### config.mk
export PLATFORM = sky130hd
export DESIGN_NAME = clh_ctrl
export DESIGN_NICKNAME = d
export VERILOG_FILES = /design/src/hdl/clamped_linear_histogram_core_defines.svh /design/src/hdl/clh_pkg.sv /design/src/hdl/clh_ctrl.sv
export SDC_FILE = /design/constraint.sdc
export NUM_CORES = 1
export LEC_CHECK = 0
export ABC_AREA = 1
export ABC_CLOCK_PERIOD_IN_PS = 1600
export BUFFER_PORTS_ARGS = -buffer_cell sky130_fd_sc_hd__buf_2
export CORE_AREA = 3 3 40 42
export DETAILED_ROUTE_END_ITERATION = 8
export DIE_AREA = 0 0 43 45
export GPL_TIMING_DRIVEN = 0
export PLACE_DENSITY = 0.59
export SYNTH_ARGS = -nofsm -noshare
export SYNTH_HDL_FRONTEND = slang
export SYNTH_SLANG_ARGS = --single-unit
### constraint.sdc
create_clock -name clock -period 1.6 [get_ports clock]
set_input_delay 0.24 -clock clock [delete_from_list [all_inputs] [get_ports clock]]
set_output_delay 0.24 -clock clock [all_outputs]
set_load 0.005 [all_outputs]
### src/hdl/clamped_linear_histogram_core_defines.svh
// Assertion macros shared by the histogram core files.
`ifndef CLAMPED_LINEAR_HISTOGRAM_CORE_DEFINES_SVH
`define CLAMPED_LINEAR_HISTOGRAM_CORE_DEFINES_SVH

// Consequent must hold in the same cycle as the antecedent.
`define CLH_ASSERT_NOW(name, clk, rst, ante, cons) \
   name: assert property (@(posedge clk) disable iff (rst) (ante) |-> (cons)) \
      else $error("histogram core: same-cycle check failed");

// Consequent must hold in the cycle after the antecedent.
`define CLH_ASSERT_NEXT(name, clk, rst, ante, cons) \
   name: assert property (@(posedge clk) disable iff (rst) (ante) |=> (cons)) \
      else $error("histogram core: next-cycle check failed");

`endif

### src/hdl/clh_pkg.sv
`timescale 1ns / 1ps

package clh_pkg;

   localparam int SAMPLE_W   = 32;
   localparam int SLOT_W     = 4;
   localparam int IDX_W      = 10;
   localparam int COUNT_W    = 40;
   localparam int OP_W       = 2;
   localparam int CSR_ADDR_W = 2;

   localparam int REQ_DATA_W = 48;
   localparam int REQ_USER_W = 3;
   localparam int RSP_DATA_W = 96;
   localparam int RSP_USER_W = 1;

   localparam logic [OP_W-1:0] OP_ACCUM = 2'd0;
   localparam logic [OP_W-1:0] OP_READ  = 2'd1;
   localparam logic [OP_W-1:0] OP_CLEAR = 2'd2;

   localparam logic [CSR_ADDR_W-1:0] REG_MIN = 2'd0;
   localparam logic [CSR_ADDR_W-1:0] REG_MAX = 2'd1;
   localparam logic [CSR_ADDR_W-1:0] REG_SEL = 2'd2;

   localparam logic [SAMPLE_W-1:0] MIN_RESET = 32'h0000_0000;
   localparam logic [SAMPLE_W-1:0] MAX_RESET = 32'h0001_0000;
   localparam logic [SLOT_W-1:0]   SEL_RESET = 4'h0;

   typedef enum logic [3:0] {
      ST_INIT,
      ST_IDLE,
      ST_DECODE,
      ST_MUL,
      ST_DSTART,
      ST_DIV,
      ST_FETCH,
      ST_MODIFY,
      ST_WIPE,
      ST_RESP
   } state_type;

   typedef struct packed {
      logic load;
      logic decode;
      logic mul;
      logic div_start;
      logic div_step;
      logic modify;
      logic sweep;
      logic resp_load;
   } cmd_type;

   typedef struct packed {
      logic [OP_W-1:0] op;
      logic            hit;
      logic            need_div;
      logic            sweep_last;
      logic            div_last;
      logic            out_free;
   } status_type;

endpackage

### src/hdl/clh_ctrl.sv
`timescale 1ns / 1ps

module clh_ctrl (
   input  logic                clock,
   input  logic                reset,
   input  logic                req_tvalid,
   output logic                req_tready,
   output clh_pkg::cmd_type    cmd,
   input  clh_pkg::status_type status
);
   import clh_pkg::*;

   state_type state_ff;
   state_type state_in;

   always_comb begin
      state_in = state_ff;
      unique case (state_ff)
         ST_INIT: begin
            if (status.sweep_last) state_in = ST_IDLE;
         end
         ST_IDLE: begin
            if (req_tvalid) state_in = ST_DECODE;
         end
         ST_DECODE: begin
            unique case (status.op)
               OP_ACCUM: begin
                  if (!status.hit)          state_in = ST_RESP;
                  else if (status.need_div) state_in = ST_MUL;
                  else                      state_in = ST_FETCH;
               end
               OP_READ:  state_in = ST_FETCH;
               OP_CLEAR: state_in = ST_WIPE;
               default:  state_in = ST_RESP;
            endcase
         end
         ST_MUL:    state_in = ST_DSTART;
         ST_DSTART: state_in = ST_DIV;
         ST_DIV: begin
            if (status.div_last) state_in = ST_FETCH;
         end
         ST_FETCH:  state_in = ST_MODIFY;
         ST_MODIFY: state_in = ST_RESP;
         ST_WIPE: begin
            if (status.sweep_last) state_in = ST_RESP;
         end
         ST_RESP: begin
            if (status.out_free) state_in = ST_IDLE;
         end
         default:   state_in = ST_INIT;
      endcase
   end

   always_comb begin
      cmd        = '0;
      req_tready = 1'b0;
      unique case (state_ff)
         ST_INIT:   cmd.sweep = 1'b1;
         ST_IDLE: begin
            req_tready = 1'b1;
            cmd.load   = req_tvalid;
         end
         ST_DECODE: cmd.decode    = 1'b1;
         ST_MUL:    cmd.mul       = 1'b1;
         ST_DSTART: cmd.div_start = 1'b1;
         ST_DIV:    cmd.div_step  = 1'b1;
         ST_FETCH:  cmd           = '0;
         ST_MODIFY: cmd.modify    = 1'b1;
         ST_WIPE:   cmd.sweep     = 1'b1;
         ST_RESP:   cmd.resp_load = status.out_free;
         default:   cmd           = '0;
      endcase
   end

   always_ff @(posedge clock) begin
      if (reset) begin
         state_ff <= ST_INIT;
      end else begin
         state_ff <= state_in;
      end
   end

endmodule

==> results of run 1 <==
==> worst paths after layout <==
check,endpoint,cells past startpoint,startpoint,slack (ns)
hold reg to reg,state_ff[0],3,state_ff[0],0.59
hold / removal,state_ff[0],2,reset,0.21
setup / recovery,cmd[0],4,state_ff[1],0.17
setup reg to reg,state_ff[0],7,state_ff[1],0.35
==> kinds of logic (layout without fill, tap and decap cells) <==
logic type	after synthesis	count (layout)	share of synthesized area
compound gates	8	8	0.132
flops	4	4	0.188
simple gates	47	47	0.540
buf+inv	14	35	0.141
==> worst reg2reg max path, delay by kind of cell (launching register included) <==
family	cells	cell delay, ns
DFF	1	0.45
and+or+nand+nor	5	0.53
AOI/OAI and AO/OA	1	0.05
buffers and inverters	1	0.11
==> power by group through the flow <==
| stage | Clock (mW) | Sequential, mW | Combinational (mW) |
|---|---|---|---|
| 2_1_floorplan | 0 | 0.165 | 0.431 |
| 3_3_place_gp | 0 | 0.174 | 0.556 |
| 3_5_place_dp | 0 | 0.175 | 0.557 |
| 4_1_cts | 0.131 | 0.173 | 0.559 |
| 5_1_grt | 0.146 | 0.178 | 0.630 |
| 6_report | 0.123 | 0.173 | 0.554 |
==> through the flow <==
| step | cell area (µm²) | hold slack, ns | total power [mW] |
|---|---|---|---|
| after floorplan | 427 | 0.302 | 0.596 |
| after detailed placement | 536 | 0.455 | 0.731 |
| after global placement | 536 | 0.449 | 0.730 |
| final | 558 | 0.205 | 0.850 |
| after CTS | 558 | 0.202 | 0.863 |
| after global routing | 558 | 0.207 | 0.954 |
==> metal layers <==
layer  share of wire  up-vias
met2            0.42       19
met4               0        0
met1            0.50      198
met5               0        -
li1                -      272
met3           0.088        0
==> area by class of cell <==
cell class | count | area, µm² | share of cell area
multi-input cells | 55 | 287 | 0.513
repair buffers | 18 | 90.1 | 0.161
inverters | 13 | 48.8 | 0.0874
well taps | 15 | 18.8 | 0.0336
clock buffers | 3 | 22.5 | 0.0404
flip-flops and latches | 4 | 80.1 | 0.143
plain buffers | 1 | 11.3 | 0.0202
==> cell usage in the layout (no fill, tap or decap) <==
cell	count
o31ai_1	1
inv_2	6
nand2_1	14
buf_6	1
nand4_1	1
nor2_2	3
inv_1	7
a21oi_2	2
nand3_1	3
a21oi_1	1
dfxtp_1	4
nand3b_1	1
nor2_4	2
nor2_1	14
o21ai_0	1
clkbuf_4	3
nor3_1	5
nand2_2	3
o21bai_1	1
a31oi_1	1
o211ai_1	1
buf_2	18
nand2_4	1
==> key figures, run 1 <==
Power
  • Internal power: around 430 µW
  • Comb pwr share: 0.652
  • Power per Cell Area: 1520 nW/µm²
  • Clk pwr share: 0.145
  • Maximum VDD drop: around 0.6 mV
  • Leak pwr: around 0.29 nW
  • Psw: roughly 420 µW
  • Switching part of the total: 0.490
  • Share of power burned in registers: 0.203

Status
  • Status: complete, no violations

Global routing
  • Met3 Use GR: 0.0478
  • Routing usage on met2: 0.183
  • Global-route wire length before repair: about 1.7 mm
  • Tot GR Track Use: 0.120
  • Global route overflow: 0
  • Initial antenna violation count: 0
  • Largest net degree at the start of global routing: 9
  • Vias in the first global route: 430
  • GR peak layer: met2
  • Met1 GRT Util: 0.156

Floorplanning
  • Initial Util: 0.332
  • Die height: between 40 and 50 µm
  • Core Area: 1280 µm²
  • Row count: 13
  • Number of I/O pins: 19
  • Die width: between 40 and 50 µm
  • Die area: about 1900 µm²

Setup path
  • Crit path DAT: 1.19 ns
  • Critical path's top delay family: flip-flops
  • Critical Path Slowest Stage Cell: dfxtp_1
  • CP endpoint kind: output port
  • Worst setup path category: reg2out
  • Worst path max stage delay: between 0.3 and 0.4 ns
  • Buffers & Inverters on Critical Path: 2
  • CP Cell Sequence: inv_1 -> nand2_1 -> nor3_1 -> buf_2
  • WP data required: approximately 1.4 ns
  • Crit start category: flip-flop
  • Crit Path Max Fanout: 7

Synthesis
  • Synth Net Count: 83
  • Post-synth EDFFs: 0
  • Register area share after synthesis: 0.188
  • Synth area leader: dfxtp_1
  • Mapped Avg Cell Area: between 5 and 6 µm²
  • Yosys warns: 0
  • Top FF cell, synth: dfxtp_1
  • Async S/R FF share, synth: 0
  • Dominant cells by area after synthesis: dfxtp_1 19%, nand2_1 12%, nor2_1 12%, inv_1 6.2%, nor3_1 5.9%
  • Synthesized flop and latch total: 4
  • Synth top cells by count: 14 x nand2_1, 14 x nor2_1, 7 x inv_1, 6 x inv_2, 5 x nor3_1
  • Synth cell types: 21
  • Top cell type's share of synthesized area: 0.188
  • Mapped cell area: ~430 µm²
  • Synthesized instance count: 73

Clock network
  • Root Buffer: clkbuf_4
  • Hold bufs inserted after CTS: 0
  • Num CTS Buffers: 3
  • H-tree Lvls: 1
  • Clock insertion delay at the later pin of the skew report: between 0.2 and 0.25 ns
  • Clock Sinks: 4
  • CTS tree: yes
  • Post-CTS Setup Inserts: 0
  • Clk slew on worst S/H paths: around 0.040 ns
  • CTS max path bufs: 2
  • Post_cts resized: 0

Finish
  • Layout area overhead: 30.8%
  • Biggest register: state_ff
  • Nets: between 100 and 150
  • Final-layout fill cell count: about 160
  • Post-route insts no fill: ~110
  • # diodes: 0
  • Share of layout cells above drive strength 1: 0.415
  • Max reg flops: 4
  • Final core utilization: 0.434
  • Regs by FF count: state_ff x4

Timing
  • Fin Setup TNS: 0 ns
  • Max_slew headroom: 0.823
  • Fin. Hold Viols: 0
  • Fin crit share: 0.892
  • RSZ-0062 raised after global routing: false
  • Setup-failing EPs final: 0
  • Slew @ Worst Pin: about 0.27 ns
  • Slack of the critical path: ~0.17 ns
  • Shortest period the worst path allows: between 1 and 1.5 ns
  • Final slew viol count: 0
  • Skew final: 0.00198 ns
  • Max Clk Rate: approximately 700 MHz

Detailed routing
  • Post-DRT Antenna Nets: 0
  • Via-to-Cell Ratio: around 4.5
  • TritonRoute pass-1 iters: 3
  • Wire per inst: ~9.3 µm
  • Routed wire length: a little over 1 mm
  • Initial DRC count: 6
  • Routed vias: 489
  • Drt drc: 0

Placed design
  • DP Worst Slack: 0.364 ns
  • Dpl hpwl: roughly 830 µm
  • Port bufs: 18
  • Placed cell count: about 110
  • RePlAce Congestion: between 0.7 and 0.8

Run
  • # Max-Cap Violations: 0

Worst hold path
  • HP Class: in2reg
No activity file was read; power rests on OpenSTA's default activity.
==> inputs of run 2 (changes only) <==
==> constraint.sdc (replaced) <==
create_clock -name clock -period 1.6 [get_ports clock]
set_input_delay 0.24 -clock clock [delete_from_list [all_inputs] [get_ports clock]]
set_output_delay 0.24 -clock clock [all_outputs]
set_load 0.02 [all_outputs]
==> run 2 against run 1 <==
Design area increased by 0.45%. Via count is 0.41% lower. Sequential power about the same. Total power is 7.8% higher. First-iteration DRC count is the same. Setup slack lost 0.029 ns. Core utilization up 0.19 points. Fmax shrank 2.0%. Register-to-register slack improved by 0.05 ns. Die area stayed put. Clock skew stayed put.
==> key figures, run 2 (same netlist as run 1, synthesis figures left out) <==
Clock network
  • CTS max path bufs: 2
  • Clk slew on worst S/H paths: approximately 0.04 ns
  • Hold bufs inserted after CTS: 0
  • H-tree Lvls: 1
  • CTS tree: yes
  • Clock Sinks: 4
  • Num CTS Buffers: 3
  • Root Buffer: clkbuf_4
  • Clock insertion delay at the later pin of the skew report: roughly 0.23 ns

Placed design
  • Placed cell count: between 100 and 150
  • Dpl hpwl: 834 µm
  • Port bufs: 18
  • RePlAce Congestion: ~0.77
  • DP Worst Slack: about 0.36 ns
  • Cell Area, Placed: between 500 and 600 µm²

Floorplanning
  • Die area: about 1900 µm²
  • Initial Util: 0.332
  • Row count: 13
  • Die width: between 40 and 50 µm
  • Die height: 45 µm
  • Core Area: about 1300 µm²
  • Number of I/O pins: 19

Timing
  • Fin crit share: 0.909
  • Max Clk Rate: a little under 700 MHz
  • Final slew viol count: 0
  • Fin. Hold Viols: 0
  • Max_slew headroom: 0.822
  • RSZ-0062 raised after global routing: false
  • Skew final: roughly 0.0020 ns
  • Slack of the critical path: between 0.1 and 0.15 ns
  • Fin Setup TNS: 0 ns
  • Shortest period the worst path allows: 1.46 ns
  • Setup-failing EPs final: 0
  • Slew @ Worst Pin: ~0.27 ns

Finish
  • Commonest non-fill, non-tap cell in the layout: buf_2
  • FF/Latch Area: between 80 and 90 µm²
  • # diodes: 0
  • Multi-input gate area in the final layout: 289 µm²
  • Regs by FF count: state_ff x4
  • Max reg flops: 4
  • Design area: 561 µm²
  • Final-layout fill cell count: 155
  • Layout area overhead: 31.4%
  • Nets: 106
  • Share of layout cells above drive strength 1: 0.426
  • Post-route insts no fill: between 100 and 150
  • Biggest register: state_ff
  • Most frequent cells in the layout: 18 x buf_2, 14 x nor2_1, 13 x nand2_1

Power
  • Internal power: 438 µW
  • Psw: between 400 and 500 µW
  • Share of power burned in registers: 0.189
  • Power per Cell Area: 1630 nW/µm²
  • Leak pwr: 0.285 nW
  • Clk pwr share: 0.134
  • Maximum VDD drop: about 0.64 mV
  • Overall Power: roughly 920 µW
  • Comb pwr share: 0.677
  • Switching part of the total: 0.522

Setup path
  • WP data required: about 1.4 ns
  • Crit Path Max Fanout: 5
  • Crit start category: flip-flop
  • Worst setup path category: reg2out
  • Crit path DAT: between 1 and 1.5 ns
  • CP endpoint kind: output port

Global routing
  • Tot GR Track Use: 0.120
  • Largest net degree at the start of global routing: 9
  • Initial antenna violation count: 0
  • Global-route wire length before repair: around 1.7 mm
  • Global route overflow: 0
  • Vias in the first global route: 430

Run
  • # Max-Cap Violations: 0

Detailed routing
  • TritonRoute pass-1 iters: 3
  • Routed wire length: around 1.0 mm
  • Initial DRC count: 6
  • Post-DRT Antenna Nets: 0
  • Routed vias: between 400 and 500
  • Wire per inst: 9.27 µm
  • Via-to-Cell Ratio: between 4 and 5
  • Drt drc: 0

Status
  • Status: complete, no violations

Worst hold path
  • HP Class: in2reg
[run 2: per-layer routing]
metal | vias to the layer above | routed length [µm] | GRT usage
li1 | 272 | - | -
met1 | 196 | 504 | 0.156
met2 | 19 | 417 | 0.183
met3 | 0 | 89 | 0.0478
met4 | 0 | 0 | 0.0361
met5 | - | 0 | 0
[run 2: final timing paths]
path / start / to / slack (ns) / depth (start not counted)
setup / recovery: state_ff[3] / cmd[0] / 0.14 / 5
hold / removal: reset / state_ff[0] / 0.21 / 2
setup reg to reg: state_ff[1] / state_ff[0] / 0.40 / 7
hold reg to reg: state_ff[3] / state_ff[3] / 0.59 / 2
[run 2: area by class of cell]
class                           instances  area share
Buffer                                  1      0.0201
Clock buffer                            3      0.0402
Inverter                               13      0.0871
Multi-Input combinational cell         55       0.516
Sequential cell                         4       0.143
Tap cell                               15      0.0335
Timing Repair Buffer                   18       0.161
[run 2: stage by stage]
stage / hold WS [ns] / utilization
after floorplan: 0.302 / -
after global placement: 0.449 / 0.417
after detailed placement: 0.455 / 0.417
after CTS: 0.202 / 0.434
after global routing: 0.207 / 0.436
final: 0.205 / 0.436
[run 2: worst max-delay path: stages, from the launching register on]
cell and delay, ns:
dfxtp_1 0.41, inv_2 0.08, nor2_4 0.11, inv_1 0.06, nor3_1 0.12, buf_2 0.19
[run 2: what timing repair did]
| item | CTS | global route |
|---|---|---|
| buffers inserted | 0 | 0 |
| resized for setup | 0 | 1 |
| setup endpoints to repair | 0 | 2 |
[run 2: power groups by stage]
stage	registers, mW	logic [mW]	clock network (mW)
finish	0.173	0.620	0.123
global route	0.178	0.695	0.146
CTS	0.173	0.618	0.131
detailed placement	0.175	0.616	0
global placement	0.174	0.615	0
floorplan	0.165	0.489	0
